## src/rtl/core/mjpt_pkg.sv

```systemverilog
// Shared types, constants and codes for the multi-joint PID torque unit.
// Used by the register block, the controller, the datapath and the top level.
// Depends on nothing.
package mjpt_pkg;

    // Default joint count of the top level.
    localparam int JOINTS_DEF = 6;

    // Stream and register port widths.
    localparam int CMD_W     = 2;
    localparam int JOINT_W   = 3;
    localparam int S_TDATA_W = 144;
    localparam int M_TDATA_W = 40;
    localparam int APB_AW    = 5;
    localparam int APB_DW    = 32;

    // Item command codes.
    localparam logic [CMD_W-1:0] CMD_MEAS   = 2'd0;
    localparam logic [CMD_W-1:0] CMD_TARGET = 2'd1;
    localparam logic [CMD_W-1:0] CMD_GAIN   = 2'd2;

    // Register indexes (byte address is four times the index).
    localparam logic [2:0] REG_STEP_TIME  = 3'd0;
    localparam logic [2:0] REG_STEP_RATE  = 3'd1;
    localparam logic [2:0] REG_INTEG_LIM  = 3'd2;
    localparam logic [2:0] REG_DERIV_LIM  = 3'd3;
    localparam logic [2:0] REG_TORQUE_LIM = 3'd4;
    localparam logic [2:0] REG_FF_ENABLE  = 3'd5;
    localparam logic [2:0] REG_CLEAR_LOAD = 3'd6;

    // Register reset values.
    localparam logic [23:0] STEP_TIME_RST = 24'd83886;
    localparam logic [23:0] STEP_RATE_RST = 24'd51200;
    localparam logic [30:0] LIMIT_RST     = 31'd6553600;

    // Controller states, which double as the datapath step codes.
    localparam logic [3:0] ST_IDLE      = 4'd0;
    localparam logic [3:0] ST_WR_TGT    = 4'd1;
    localparam logic [3:0] ST_WR_GAIN   = 4'd2;
    localparam logic [3:0] ST_ERR       = 4'd3;
    localparam logic [3:0] ST_MUL_P     = 4'd4;
    localparam logic [3:0] ST_MUL_DT    = 4'd5;
    localparam logic [3:0] ST_MUL_DIFF  = 4'd6;
    localparam logic [3:0] ST_MUL_INTEG = 4'd7;
    localparam logic [3:0] ST_MUL_XHI   = 4'd8;
    localparam logic [3:0] ST_MUL_XLO   = 4'd9;
    localparam logic [3:0] ST_DSUM      = 4'd10;
    localparam logic [3:0] ST_DCLAMP    = 4'd11;
    localparam logic [3:0] ST_SUM       = 4'd12;
    localparam logic [3:0] ST_OUT       = 4'd13;

    typedef struct packed {
        logic [23:0] step_time;
        logic [23:0] step_rate;
        logic [30:0] integral_limit;
        logic [30:0] derivative_limit;
        logic [30:0] torque_limit;
        logic        ff_enable;
        logic        clear_on_load;
    } t_cfg;

    typedef struct packed {
        logic       capture;
        logic       fire;
        logic [3:0] step;
    } t_dp_cmd;

    typedef struct packed {
        logic [CMD_W-1:0] in_cmd;
        logic             in_joint_ok;
        logic             out_free;
    } t_dp_status;

endpackage

```

## src/rtl/core/mjpt_ctrl.sv

```systemverilog
// Sequencing state machine: accepts requests and steps the shared datapath.
// Depends on mjpt_pkg for state codes and the command and status types.
module mjpt_ctrl (
    input  logic                 i_clk,
    input  logic                 i_rst_n,
    input  logic                 i_s_tvalid,
    output logic                 o_s_tready,
    input  mjpt_pkg::t_dp_status i_status,
    output mjpt_pkg::t_dp_cmd    o_cmd
);
    import mjpt_pkg::*;

    logic [3:0] r_state;
    logic [3:0] n_state;
    logic       accept;

    // No request is taken while reset is held.
    assign o_s_tready = (r_state == ST_IDLE) && i_rst_n;
    assign accept     = i_s_tvalid && o_s_tready;

    always_comb begin
        n_state = r_state;
        unique case (r_state)
            ST_IDLE: begin
                if (accept && i_status.in_joint_ok) begin
                    priority if (i_status.in_cmd == CMD_MEAS) begin
                        n_state = ST_ERR;
                    end else if (i_status.in_cmd == CMD_TARGET) begin
                        n_state = ST_WR_TGT;
                    end else if (i_status.in_cmd == CMD_GAIN) begin
                        n_state = ST_WR_GAIN;
                    end else begin
                        n_state = ST_IDLE;
                    end
                end
            end
            ST_WR_TGT:    n_state = ST_IDLE;
            ST_WR_GAIN:   n_state = ST_IDLE;
            ST_ERR:       n_state = ST_MUL_P;
            ST_MUL_P:     n_state = ST_MUL_DT;
            ST_MUL_DT:    n_state = ST_MUL_DIFF;
            ST_MUL_DIFF:  n_state = ST_MUL_INTEG;
            ST_MUL_INTEG: n_state = ST_MUL_XHI;
            ST_MUL_XHI:   n_state = ST_MUL_XLO;
            ST_MUL_XLO:   n_state = ST_DSUM;
            ST_DSUM:      n_state = ST_DCLAMP;
            ST_DCLAMP:    n_state = ST_SUM;
            ST_SUM:       n_state = ST_OUT;
            ST_OUT: begin
                if (i_status.out_free) begin
                    n_state = ST_IDLE;
                end
            end
            default:      n_state = ST_IDLE;
        endcase
    end

    always_ff @(posedge i_clk) begin
        if (!i_rst_n) begin
            r_state <= ST_IDLE;
        end else begin
            r_state <= n_state;
        end
    end

    // The final step waits while the previous result is still held downstream.
    assign o_cmd.capture = accept;
    assign o_cmd.fire    = (r_state != ST_OUT) || i_status.out_free;
    assign o_cmd.step    = r_state;

endmodule

```

## config.mk

```make
export PLATFORM = sky130hd
export DESIGN_NAME = mjpt_ctrl
export DESIGN_NICKNAME = d
export VERILOG_FILES = /design/src/rtl/core/mjpt_pkg.sv /design/src/rtl/core/mjpt_ctrl.sv
export SDC_FILE = /design/constraint.sdc
export NUM_CORES = 1
export LEC_CHECK = 0
export BUFFER_PORTS_ARGS = -buffer_cell sky130_fd_sc_hd__buf_4
export CAP_MARGIN = 5
export CORE_AREA = 2 2 39 41
export DETAILED_ROUTE_END_ITERATION = 10
export DIE_AREA = 0 0 41 43
export PLACE_DENSITY_LB_ADDON = 0.12
export SYNTH_ARGS = -nofsm -noshare
export SYNTH_HDL_FRONTEND = slang
export SYNTH_SLANG_ARGS = --single-unit
```

## constraint.sdc

```tcl
create_clock -name i_clk -period 1.5 [get_ports i_clk]
set_input_delay 0.15 -clock i_clk [delete_from_list [all_inputs] [get_ports i_clk]]
set_output_delay 0.15 -clock i_clk [all_outputs]
set_load 0.02 [all_outputs]
```

==> run metrics, run 1 <==
CP bufs+invs 1; Multi-input gate area 183 sq um; io pins 14; placed cells 65; largest registers r_state: 4 flops; fin crit share 92.4%; Clk pin slew, worst setup/hold paths 40 ps; layout cells sized above 1 between 40 and 50%; Setup violations, final 0; worst-case clock buffer depth 2; H-tree levels 1; cells along the critical path nor4_2 > and3_1 > buf_4; Critical Path RT 1350 ps; clock sinks 4; GRT Total Usage between 10% and 20%; WP data arrival ~1200 ps; Avg WL per Cell ~11 microns; Final #Nets between 60 and 70; number of flops mapped to enable cells by yosys 0; Gate Count Post-Synth 37; register area roughly 80 sq um; LEAKAGE around 0.18 nW; vias per cell around 4.7; Biggest register r_state; initial cell density of the core 21.7%; DIE AREA roughly 1800 sq um; final hold vios 0; Most used DFF post-synth dfxtp_1; Filler Cell Count 163; critical path startpoint category flip-flop; Slew Limit Headroom a little under 80%; Synth Register Bits 4; cts bufs inserted 3; worst slew pin tran 338 ps; R2R depth 3; Tmin final between 1000 and 1500 ps; hold path cells 3; 1st-iter DRT viols 0; CP top delay family simple AND/OR/NAND/NOR gates; critical path type flip-flop to output port; area leader, netlist dfxtp_1; Synth area leaders dfxtp_1 (27%), xnor2_1 (8.8%), buf_6 (7.5%); setup ws final between 100 and 150 ps; hold worst-path end r_state[1]; hold crit path type input pin to flip-flop; DR pass1 iterations 1; total negative slack 0 ps; hold path startpoint i_rst_n; DPL Wire Length around 640 microns; largest net degree at the start of global routing 10; most common cell in the netlist dfxtp_1; Synth top area share 26.7%; syn nets 44; syn avg cell area roughly 8.1 sq um; Clk Latency, worst-skew pair roughly 240 ps; DRT Wirelength slightly below 800 microns; CP Capture Type output port; DP Area 408 sq um; first-pass GRT wire length between 1 and 1.5 mm; r2r startpoint r_state[0]; DRC Markers 0; CORE AREA roughly 1400 sq um; Yosys warnings 0; R2R Setup Slk roughly 190 ps; Worst VDD drop 0.000224 V; CP max stage delay roughly 370 ps; area grow syn2layout 45.4%; Async SR Flop Fraction 0%; Power Total 0.319 mW; initial antenna violation count 0; grt total ovfl 0; pins over their slew limit 0; Final Instance Area 437 sq um; clk root buf clkbuf_4; total setup buffers inserted after CTS 0; synth unique cells 24; RePlAce Congestion 0.766; Pwr Density approximately 730 nW/um^2; number of I/O port buffers 13; max reg flops 4; ant diodes 0; CTS tree built; sequential element share of the synthesized area between 20% and 30%; chip width 41 microns; CP max-delay cell dfxtp_1; Die Y around 43 microns; Crit Path Max Fanout 6; commonest cells in the netlist dfxtp_1 (4), nor2_1 (3), xnor2_1 (3); fmax roughly 0.72 GHz; worst r2r dst r_state[2]; Post-DRT Antenna Nets 0; final cell count without fillers between 60 and 70; worst clock skew about 1.6 ps; vias in the first global route between 300 and 400; Max Cap Violations 0; dpl ws about 190 ps; run status finished, final reports clean; Post-Synthesis Cell Area approximately 300 sq um; unrepaired setup endpoints after global routing false; DR vias about 320; Rows 14
## worst max path at each step
stage,start,end,cells past startpoint
final,r_state[0],o_cmd[5],3
after floorplan,r_state[2],r_state[2],4
after global placement,r_state[0],r_state[3],4
after global routing,r_state[0],o_cmd[5],3
after detailed placement,r_state[0],r_state[2],3
after CTS,r_state[0],o_cmd[5],3
## metal layers
metal	part of all wire [%]	wire, microns	track usage, %
met5	0	0	0
met3	8.4	65	5.24
met4	1.4	11	4.00
met1	38	291	12.5
met2	52	405	18.1
## report_power, final
part | internal, mW | switching, mW
logic | 0.0375 | 0.0302
registers | 0.110 | 0.00648
clock network | 0.0896 | 0.0459
total | 0.237 | 0.0825
## worst register-to-register path: stages (launching register included)
cell     delay [ps]
dfxtp_1         370
or4_4           520
o21ai_2         220
nor3_1           80
## layout make-up
type                    instances  area share (%)
clock buffers                   3            5.16
repair buffers                 17            29.2
inverters                       1           0.860
flip-flops and latches          4            18.3
multi-input cells              27            41.8
well taps                      16            4.58
## cell usage in the layout, fill, tap and decap left out, drive strengths merged, types with 2 or more instances in the layout
cell type / Yosys / routed
buf: 5 / 17
dfxtp: 4 / 4
nor2: 3 / 3
xnor2: 3 / 3
clkbuf: 0 / 3
and2: 2 / 2
nor3: 2 / 2
a21oi: 2 / 2
nand2: 2 / 2
o21ai: 2 / 2
## metrics by stage
| stage | util, % | hold WS (ps) |
|---|---|---|
| after CTS | 31.1 | 211 |
| after detailed placement | 29.5 | 460 |
| after global routing | 31.6 | 220 |
| after floorplan | - | 298 |
| after global placement | 29.5 | 453 |
| final | 31.6 | 210 |
## what timing repair did
action                     CTS  global route
hold buffers                 0             0
setup endpoints to repair    0             2
gates resized for setup      0             1
## cells by family after synthesis
logic type                synth area share [%]
and+or+nand+nor                           30.4
AOI/OAI and AO/OA                         19.6
buffers and inverters                     14.6
DFF                                       26.7
xor gates and xnor gates                  8.75
Note: power is estimated with default switching activity, not from simulation.
==> run 2: changes to the inputs <==
Settings changed: PLACE_DENSITY_LB_ADDON 0.12 to 0.2.
==> run metrics, run 2 (synthesized netlist as in run 1, its figures left out) <==
chip width 41 microns (unchanged); io pins 14 (unchanged); layout cells sized above 1 48.1% (unchanged); fmax 0.705 GHz (was 0.721 GHz); CP max-delay cell dfxtp_1 (unchanged); RePlAce Congestion 0.817 (was 0.766); DR pass1 iterations 4 (was 1); Avg WL per Cell 11.4 microns (about the same); ant diodes 0 (unchanged); CP max stage delay 350 ps (was 370 ps); cts bufs inserted 3 (unchanged); initial antenna violation count 0 (unchanged); DRT Wirelength 773 microns (was 774 microns); Setup violations, final 0 (unchanged); initial cell density of the core 21.7% (unchanged); H-tree levels 1 (unchanged); Clk Latency, worst-skew pair 240 ps (about the same); LEAKAGE 0.178 nW (about the same); Die Y 43 microns (unchanged); R2R Setup Slk 170 ps (was 190 ps); 1st-iter DRT viols 8 (was 0); max reg flops 4 (unchanged); Worst VDD drop 0.000250 V (was 0.000224 V); total negative slack 0 ps (unchanged); vias in the first global route 274 (was 306); grt total ovfl 0 (unchanged); critical path type flip-flop to output port (unchanged); first-pass GRT wire length 1.06 mm (was 1.32 mm); Clk pin slew, worst setup/hold paths 40 ps (about the same); GRT Total Usage 9.42% (was 11.3%); DIE AREA 1760 sq um (unchanged); run status finished, final reports clean (unchanged); final hold vios 0 (unchanged); CP Capture Type output port (unchanged); Tmin final 1420 ps (was 1390 ps); critical path startpoint category flip-flop (unchanged); Post-DRT Antenna Nets 0 (unchanged); fin crit share 94.5% (was 92.4%); largest net degree at the start of global routing 9 (was 10); Biggest register r_state (unchanged); worst-case clock buffer depth 2 (unchanged); area grow syn2layout 45.4% (unchanged); DR vias 329 (was 321); DPL Wire Length 546 microns (was 640 microns); hold crit path type input pin to flip-flop (unchanged); pins over their slew limit 0 (unchanged); # hold bufs at CTS 0 (unchanged); worst clock skew 6.33 ps (was 1.65 ps); Slew Limit Headroom 79.8% (was 77.4%); Pwr Density 745 nW/um^2 (was 732 nW/um^2); Final #Nets 61 (unchanged); Crit Path Max Fanout 4 (was 6); Critical Path RT 1350 ps (about the same); clock sinks 4 (unchanged); largest registers r_state: 4 flops (unchanged); vias per cell 4.84 (was 4.72); commonest non-fill, non-tap cell in the layout buf_4 (unchanged); clk root buf clkbuf_4 (unchanged); worst slew pin tran 303 ps (was 338 ps); Rows 14 (unchanged); cells along the critical path nor4_2 > and3_1 > buf_4 (unchanged); WP data arrival 1270 ps (was 1240 ps); CORE AREA 1380 sq um (unchanged); highest-count cells in the layout ignoring fill and taps buf_4 (17), dfxtp_1 (4), nor2_1 (3), xnor2_1 (3), clkbuf_4 (3) (unchanged); number of I/O port buffers 13 (unchanged); Max Cap Violations 0 (unchanged); CTS tree built (unchanged); DRC Markers 0 (unchanged); Power Total 0.325 mW (was 0.319 mW)
-- run 2: cell counts in the layout (fill, tap and decap cells not counted) --
Identical to the previous run, type by type.
-- run 2: area by class of cell --
| class | count | area [sq um] |
|---|---|---|
| multi-input cells | 27 | 183 |
| fillers | 162 | 947 |
| flip-flops and latches | 4 | 80.1 |
| repair buffers | 17 | 128 |
| well taps | 16 | 20.0 |
| clock buffers | 3 | 22.5 |
| inverters | 1 | 3.75 |
-- run 2: repair_timing --
action	4_1_cts	5_1_grt
buffers inserted	0	0
endpoints found under the setup margin	0	1
resized for setup	0	1
-- run 2: per-stage QoR --
stage	util [%]	area (sq um)	worst slack (ps)	std cells	hold WS, ps
2_1_floorplan	-	300	67.8	37	298
3_3_place_gp	29.5	408	231	65	458
3_5_place_dp	29.5	408	200	65	450
4_1_cts	31.1	430	73.2	68	194
5_1_grt	31.6	437	-20.8	68	198
6_report	31.6	437	82.4	68	198
-- run 2: final timing paths --
kind	start	end	cells after the start
worst min register to register	r_state[0]	r_state[2]	3
worst max-delay path	r_state[2]	o_cmd[5]	3
worst min-delay path	i_rst_n	r_state[3]	2
worst max register to register	r_state[2]	r_state[2]	3
-- run 2: worst max-delay path, delay by kind of cell (launching register included) --
kind | cells | cell delay (ps)
DFF | 1 | 350
and+or+nand+nor | 2 | 540
buffers and inverters | 1 | 130
-- run 2: metal layers --
layer	track usage [%]	up-vias	share of wire [%]
li1	-	160	-
met1	11.2	147	44
met2	11.6	18	44
met3	3.66	4	8.8
met4	10.0	0	3.0
met5	0	-	0
-- run 2: report_power, final --
| part | switching, mW | internal (mW) |
|---|---|---|
| registers | 0.00544 | 0.110 |
| clock network | 0.0494 | 0.0899 |
| logic | 0.0319 | 0.0392 |
