**src/rtl/core/mjpt_pkg.sv**
```systemverilog
// Shared types, constants and codes for the multi-joint PID torque unit.
// Used by the register block, the controller, the datapath and the top level.
// Depends on nothing.
package mjpt_pkg;

    // Default joint count of the top level.
    localparam int JOINTS_DEF = 6;

    // Stream and register port widths.
    localparam int CMD_W     = 2;
    localparam int JOINT_W   = 3;
    localparam int S_TDATA_W = 144;
    localparam int M_TDATA_W = 40;
    localparam int APB_AW    = 5;
    localparam int APB_DW    = 32;

    // Item command codes.
    localparam logic [CMD_W-1:0] CMD_MEAS   = 2'd0;
    localparam logic [CMD_W-1:0] CMD_TARGET = 2'd1;
    localparam logic [CMD_W-1:0] CMD_GAIN   = 2'd2;

    // Register indexes (byte address is four times the index).
    localparam logic [2:0] REG_STEP_TIME  = 3'd0;
    localparam logic [2:0] REG_STEP_RATE  = 3'd1;
    localparam logic [2:0] REG_INTEG_LIM  = 3'd2;
    localparam logic [2:0] REG_DERIV_LIM  = 3'd3;
    localparam logic [2:0] REG_TORQUE_LIM = 3'd4;
    localparam logic [2:0] REG_FF_ENABLE  = 3'd5;
    localparam logic [2:0] REG_CLEAR_LOAD = 3'd6;

    // Register reset values.
    localparam logic [23:0] STEP_TIME_RST = 24'd83886;
    localparam logic [23:0] STEP_RATE_RST = 24'd51200;
    localparam logic [30:0] LIMIT_RST     = 31'd6553600;

    // Controller states, which double as the datapath step codes.
    localparam logic [3:0] ST_IDLE      = 4'd0;
    localparam logic [3:0] ST_WR_TGT    = 4'd1;
    localparam logic [3:0] ST_WR_GAIN   = 4'd2;
    localparam logic [3:0] ST_ERR       = 4'd3;
    localparam logic [3:0] ST_MUL_P     = 4'd4;
    localparam logic [3:0] ST_MUL_DT    = 4'd5;
    localparam logic [3:0] ST_MUL_DIFF  = 4'd6;
    localparam logic [3:0] ST_MUL_INTEG = 4'd7;
    localparam logic [3:0] ST_MUL_XHI   = 4'd8;
    localparam logic [3:0] ST_MUL_XLO   = 4'd9;
    localparam logic [3:0] ST_DSUM      = 4'd10;
    localparam logic [3:0] ST_DCLAMP    = 4'd11;
    localparam logic [3:0] ST_SUM       = 4'd12;
    localparam logic [3:0] ST_OUT       = 4'd13;

    typedef struct packed {
        logic [23:0] step_time;
        logic [23:0] step_rate;
        logic [30:0] integral_limit;
        logic [30:0] derivative_limit;
        logic [30:0] torque_limit;
        logic        ff_enable;
        logic        clear_on_load;
    } t_cfg;

    typedef struct packed {
        logic       capture;
        logic       fire;
        logic [3:0] step;
    } t_dp_cmd;

    typedef struct packed {
        logic [CMD_W-1:0] in_cmd;
        logic             in_joint_ok;
        logic             out_free;
    } t_dp_status;

endpackage

```
**src/rtl/core/mjpt_regs.sv**
```systemverilog
// Configuration register file with its APB-style access port.
// Depends on mjpt_pkg for register indexes, reset values and the t_cfg type.
module mjpt_regs (
    input  logic                        i_clk,
    input  logic                        i_rst_n,
    input  logic                        psel,
    input  logic                        penable,
    input  logic                        pwrite,
    input  logic [mjpt_pkg::APB_AW-1:0] paddr,
    input  logic [mjpt_pkg::APB_DW-1:0] pwdata,
    output logic [mjpt_pkg::APB_DW-1:0] prdata,
    output logic                        pready,
    output mjpt_pkg::t_cfg              o_cfg
);
    import mjpt_pkg::*;

    t_cfg       r_cfg;
    logic       wr_en;
    logic [2:0] reg_idx;

    assign pready  = 1'b1;
    assign reg_idx = paddr[4:2];
    assign wr_en   = psel && penable && pwrite;

    always_ff @(posedge i_clk) begin
        if (!i_rst_n) begin
            r_cfg.step_time        <= STEP_TIME_RST;
            r_cfg.step_rate        <= STEP_RATE_RST;
            r_cfg.integral_limit   <= LIMIT_RST;
            r_cfg.derivative_limit <= LIMIT_RST;
            r_cfg.torque_limit     <= LIMIT_RST;
            r_cfg.ff_enable        <= 1'b1;
            r_cfg.clear_on_load    <= 1'b1;
        end else if (wr_en) begin
            unique case (reg_idx)
                REG_STEP_TIME:  r_cfg.step_time        <= pwdata[23:0];
                REG_STEP_RATE:  r_cfg.step_rate        <= pwdata[23:0];
                REG_INTEG_LIM:  r_cfg.integral_limit   <= pwdata[30:0];
                REG_DERIV_LIM:  r_cfg.derivative_limit <= pwdata[30:0];
                REG_TORQUE_LIM: r_cfg.torque_limit     <= pwdata[30:0];
                REG_FF_ENABLE:  r_cfg.ff_enable        <= pwdata[0];
                REG_CLEAR_LOAD: r_cfg.clear_on_load    <= pwdata[0];
                default: ;
            endcase
        end
    end

    always_comb begin
        unique case (reg_idx)
            REG_STEP_TIME:  prdata = {8'd0, r_cfg.step_time};
            REG_STEP_RATE:  prdata = {8'd0, r_cfg.step_rate};
            REG_INTEG_LIM:  prdata = {1'b0, r_cfg.integral_limit};
            REG_DERIV_LIM:  prdata = {1'b0, r_cfg.derivative_limit};
            REG_TORQUE_LIM: prdata = {1'b0, r_cfg.torque_limit};
            REG_FF_ENABLE:  prdata = {31'd0, r_cfg.ff_enable};
            REG_CLEAR_LOAD: prdata = {31'd0, r_cfg.clear_on_load};
            default:        prdata = '0;
        endcase
    end

    assign o_cfg = r_cfg;

endmodule

```
**config.mk**
```make
export PLATFORM = sky130hd
export DESIGN_NAME = mjpt_regs
export DESIGN_NICKNAME = d
export VERILOG_FILES = /design/src/rtl/core/mjpt_pkg.sv /design/src/rtl/core/mjpt_regs.sv
export SDC_FILE = /design/constraint.sdc
export NUM_CORES = 1
export LEC_CHECK = 0
export BUFFER_PORTS_ARGS = -buffer_cell sky130_fd_sc_hd__buf_2
export CORE_MARGIN = 3
export CORE_UTILIZATION = 53
export DETAILED_ROUTE_END_ITERATION = 8
export PLACE_DENSITY = 0.91
export RECOVER_POWER = 100
export SLEW_MARGIN = 20
export SYNTH_ARGS = -nofsm -noshare
export SYNTH_HDL_FRONTEND = slang
export SYNTH_SLANG_ARGS = --single-unit
export TNS_END_PERCENT = 1
```
**constraint.sdc**
```tcl
create_clock -name i_clk -period 2.5 [get_ports i_clk]
set_input_delay 0.125 -clock i_clk [delete_from_list [all_inputs] [get_ports i_clk]]
set_output_delay 0.125 -clock i_clk [all_outputs]
set_load 0.01 [all_outputs]
```
==> flow_summary.ini, run 1 <==
[status]
status = finished, final reports clean

[synthesis]
synth_top_family_by_area = multiplexers
synthFlopType = dfxtp_1
yosys.area_share.adder_pct = 0
synth.most_common_cell = mux2i_1
synthArstFlopShare_pct = 0
synth-xor-area-share_pct = 0
synth-edff-count = 0
syn_inst = 647
synth.top_cell.area_share_pct = 45.0
yosys-mux-area-fraction_pct = 25.2
yosys_warnings = 0
synth.ff_latch_count = 143
synth.distinct_cells = 34
syn_area_um2 = 6360
synth.avg_cell_area_um2 = 9.84
synth_area_leaders = dfxtp_1 (45%), mux2i_1 (25%), nand2_1 (8.8%)
synth-compound-area-share_pct = 10.0
yosysTopAreaCell = dfxtp_1
synthTopCellsByCount = mux2i_1 (157), nand2_1 (150), dfxtp_1 (143)
synthSimpleGateAreaFrac_pct = 14.4
yosysSeqAreaShare_pct = 45.0
synth_fp_nets = 689

[drt]
drc_errors = 0
viasPerCell = 5.76
ant_nets = 0
wl_per_cell_um = 18.7
drt_wl_total_mm = 18.8
vias = 5784
drt_iter0_markers = 472
drt-pass1-iter-count = 5

[clock_network]
cts_buffer_depth = 2
cts_sinks = 143
path_clk_slew_ns = 0.06
cts_max_level = 4
tritoncts = built
cts_root_buf = clkbuf_16
hold_buffers = 13
clkLatencyLatePin_ns = 0.41
post_cts_buffers = 0
cts_buffers = 17
cts_resized = 0

[worst_setup_path]
critPathCaptureType = primary output
required_ns = 2.38
rr_startpoint = o_cfg[103]
critPathMaxFanout = 16
rr_endpoint = o_cfg[103]
timing_worst_setup_path_type = primary input to primary output
rrSetupSlack_ns = 1.71
critical_path.startpoint = paddr[4]
worstPathArrival_ns = 2.11
reg2reg_depth = 2
startpoint_type = primary input

[place]
dp_hpwl_mm = 12.4
placed_area_um2 = 7480
pre_cts_slack_ns = 0.458
gp_congestion = 0.820
numPortBuffers = 212

[pwr]
p_sw_share_pct = 22.8
ir_drop_v = 0.000355
p_switching_mw = 1.22
seq_power_share_pct = 43.2
power_density_nw_per_um2 = 670
clkPwrFrac_pct = 49.9
leakagePower_nw = 3.37
p_int_mw = 4.13
combPwrFrac_pct = 6.8

[floorplanning]
start_util_pct = 55.0
dieArea_um2 = 13400
die_x_um = 116
core_um2 = 11600
die_h_um = 116
ios = 218
rows = 39

[grt]
grt_remaining_overflow = 0
groute.usage.overall_pct = 27.9
grt_pass1_vias = 5440
grt_max_degree = 94
antenna_found_initial = 0
grt_pass1_wl_mm = 28.8

[layout]
design_area_um2 = 7990
drive_above_1_share_pct = 10.9
largest_reg_flops = 143
areaGrowthSynthToFinish_pct = 25.5
layout.nets = 891
fin_util_pct = 69.1

[sta]
hold_violations = 0
final_max_slew_viol_count = 0
setup_viol = 0
fin_tns_setup_ns = 0
post-route-worst-setup-slack_ns = 0.266
layout_min_cycle_time_ns = 2.23
finalCritPeriodShare_pct = 89.3
fin_worst_skew_ns = 0
timing.fmax_ghz = 0.448
relSlewSlack_pct = 23.5
worstMarginPinSlew_ns = 1.15
rsz0062_at_grt = no

[worst_hold_path]
hold_end = o_cfg[30]
min_path_cells = 3
hold_start = pwdata[28]
hp-class = primary input to register

[flow_run]
cap_violations = 0
## cell families after synthesis
| kind of cell | after synthesis |
|---|---|
| and+or+nand+nor | 204 |
| muxes | 159 |
| DFF | 143 |
| AOI/OAI and AO/OA | 79 |
| buffers and inverters | 60 |
| other | 2 |
## worst max path at each step
stage	end	cells after the start
finish	prdata[30]	5
global placement	prdata[3]	5
CTS	prdata[3]	5
detailed placement	prdata[3]	5
global route	prdata[29]	5
floorplan	prdata[10]	5
## per-stage QoR
step,total power [mW],cells,hold slack (ns)
6_report,5.35,1005,0.0169
5_1_grt,5.51,1004,0.0241
4_1_cts,5.38,1004,0.00509
3_5_place_dp,2.72,960,0.384
3_3_place_gp,2.71,960,0.370
2_1_floorplan,2.59,647,0.273
## cells in the final DEF, fill, tap and decap left out, types with 2 or more instances in the layout
cell / instances
mux2i_1: 157
buf_2: 40
o311ai_0: 5
o2bb2ai_1: 29
clkinv_4: 3
dfxtp_1: 143
dlygate4sd3_1: 13
nand2_1: 150
clkinvlp_4: 2
bufinv_16: 4
nand3_1: 25
nor2_1: 2
o21ai_0: 21
nor2_4: 2
clkbuf_1: 173
buf_12: 5
buf_4: 8
conb_1: 2
nor2_2: 2
a221o_1: 22
clkbuf_16: 17
inv_6: 2
inv_1: 4
nand3b_1: 2
nor2b_1: 9
nand2b_1: 3
## area by class of cell
cell class	instances	area (um2)
multi-input cells	444	3160
clock inverters	12	184
flip-flops and latches	143	2860
inverters	4	15.0
fillers	948	3580
repair buffers	239	1140
well taps	143	179
clock buffers	19	443
diodes	1	2.50
## critical path: stages
cell and delay (ns):
clkbuf_1 0.78, buf_4 0.39, and2_0 0.46, o2bb2ai_1 0.17, clkbuf_1 0.17
## power groups by stage
stage / logic, mW / registers (mW) / clock network [mW]
final: 0.366 / 2.31 / 2.67
after CTS: 0.371 / 2.31 / 2.70
after global routing: 0.395 / 2.31 / 2.80
after detailed placement: 0.354 / 2.36 / 0
after global placement: 0.349 / 2.36 / 0
after floorplan: 0.219 / 2.37 / 0
## routing by layer
layer	routed length, um	global-route usage, %	up-vias
met5	0	0	-
met2	9010	46.8	273
met3	1100	5.22	51
li1	-	-	2698
met4	521	11.1	0
met1	8130	35.7	2762
No activity file was read; power rests on OpenSTA's default activity.
==> run 2: changes to the inputs <==
==> constraint.sdc (replaced) <==
create_clock -name i_clk -period 2.5 [get_ports i_clk]
set_input_delay 0.375 -clock i_clk [delete_from_list [all_inputs] [get_ports i_clk]]
set_output_delay 0.375 -clock i_clk [all_outputs]
set_load 0.01 [all_outputs]
==> flow_summary.ini, run 2 (synthesis gave the netlist of run 1 again) <==
[sta]
post-route-worst-setup-slack_ns = 0.142
setup_viol = 0
rsz0062_at_grt = no
hold_violations = 0
fin_worst_skew_ns = 0
worstMarginPinSlew_ns = 1.05
finalCritPeriodShare_pct = 94.3
final_max_slew_viol_count = 0
relSlewSlack_pct = 30.0
fin_tns_setup_ns = 0
layout_min_cycle_time_ns = 2.36
timing.fmax_ghz = 0.424
hold-worst-slack_ns = 0.216

[floorplanning]
start_util_pct = 55.0
die_x_um = 116
ios = 218
rows = 39
dieArea_um2 = 13400
core_um2 = 11600
die_h_um = 116

[status]
status = finished, final reports clean

[worst_setup_path]
crit_path_end = prdata[23]
rr_startpoint = o_cfg[106]
rrSetupSlack_ns = 1.78
worstPathArrival_ns = 1.98
critical_path.startpoint = paddr[2]
required_ns = 2.12
timing_worst_setup_path_type = primary input to primary output
critPathCaptureType = primary output
reg2reg_depth = 2
startpoint_type = primary input
critPathMaxFanout = 8
rr_endpoint = o_cfg[106]

[clock_network]
cts_buffer_depth = 2
cts_resized = 0
cts_buffers = 17
post_cts_buffers = 0
clkLatencyLatePin_ns = 0.41
cts_sinks = 143
tritoncts = built
hold_buffers = 0
cts_root_buf = clkbuf_16
cts_max_level = 4
path_clk_slew_ns = 0.06

[layout]
layoutNonFillerInstCount = 1003
drive_above_1_share_pct = 12.1
areaGrowthSynthToFinish_pct = 23.7
multi_input_area_um2 = 3150
fillers = 971
num_antenna_cells = 0
layout_commonest_cell = clkbuf_1
layout.nets = 889
mostFrequentLayoutCells = clkbuf_1 (173), mux2i_1 (157), nand2_1 (151)
largest_reg_flops = 143
seq_area_um2 = 2860

[grt]
grt_max_degree = 96
grt_pass1_vias = 5413
groute.usage.overall_pct = 26.9
grt_pass1_wl_mm = 28.1
grt_remaining_overflow = 0
antenna_found_initial = 0

[drt]
ant_nets = 0
drt_iter0_markers = 447
wl_per_cell_um = 18.4
drt-pass1-iter-count = 5
vias = 5726
drt_wl_total_mm = 18.4
drc_errors = 0
viasPerCell = 5.71

[worst_hold_path]
hp-class = primary input to register

[place]
numPortBuffers = 212
pre_cts_slack_ns = 0.0894
placed_cells = 971
gp_congestion = 0.881
dp_hpwl_mm = 12.7

[pwr]
seq_power_share_pct = 43.6
clkPwrFrac_pct = 49.8
combPwrFrac_pct = 6.6
leakagePower_nw = 3.33
p_sw_share_pct = 23.1
ir_drop_v = 0.000370
p_int_mw = 4.08
p_switching_mw = 1.22
power_density_nw_per_um2 = 674

[flow_run]
cap_violations = 0
-- run 2: cell count changes in the layout (fill, tap and decap cells not counted), sizes merged --
cell         delta
diode           -1
buf             +5
clkbuf          +8
dlygate4sd3    -13
bufinv          -1
-- run 2: how the worst min path moves through the flow --
stage / end / slack (ns) / from / cells past startpoint
4_1_cts: o_cfg[135] / 0.20 / pwdata[16] / 3
6_report: o_cfg[135] / 0.22 / pwdata[16] / 3
3_3_place_gp: o_cfg[81] / 0.45 / o_cfg[81] / 2
2_1_floorplan: o_cfg[95] / 0.49 / o_cfg[95] / 2
5_1_grt: o_cfg[129] / 0.22 / pwdata[10] / 3
3_5_place_dp: o_cfg[78] / 0.46 / o_cfg[78] / 2
-- run 2: power groups by stage --
stage	Clock, mW	Sequential (mW)	Combinational [mW]
after floorplan	0	2.37	0.219
after global placement	0	2.36	0.354
after detailed placement	0	2.36	0.361
after CTS	2.67	2.31	0.363
after global routing	2.77	2.31	0.380
final	2.64	2.31	0.352
-- run 2: area by class of cell --
type	instances	share of cell area (%)
Clock buffer	21	5.98
Clock inverter	11	1.96
Inverter	4	0.191
Multi-Input combinational cell	444	40.1
Sequential cell	143	36.4
Tap cell	143	2.27
Timing Repair Buffer	237	13.2
-- run 2: layer usage --
layer  part of all wire (%)  global-route usage, %  vias to the layer above
met3                    5.3                   5.54                       23
li1                       -                      -                     2687
met4                    1.6                   10.1                        0
met1                     44                   34.7                     2795
met2                     49                   44.8                      221
met5                      0                      0                        -
-- run 2: worst max-delay path: stages --
cell and delay [ns]:
buf_2 0.12, buf_4 0.18, and3b_1 0.48, clkbuf_2 0.34, o2bb2ai_1 0.17, a221o_1 0.15, clkbuf_1 0.15
-- run 2: through the flow --
| stage | power (mW) | util (%) | instance area [um2] |
|---|---|---|---|
| floorplan | 2.59 | - | 6360 |
| global placement | 2.72 | 65.2 | 7540 |
| detailed placement | 2.72 | 65.2 | 7540 |
| CTS | 5.34 | 70.6 | 8160 |
| global route | 5.46 | 68.0 | 7870 |
| finish | 5.31 | 68.0 | 7870 |
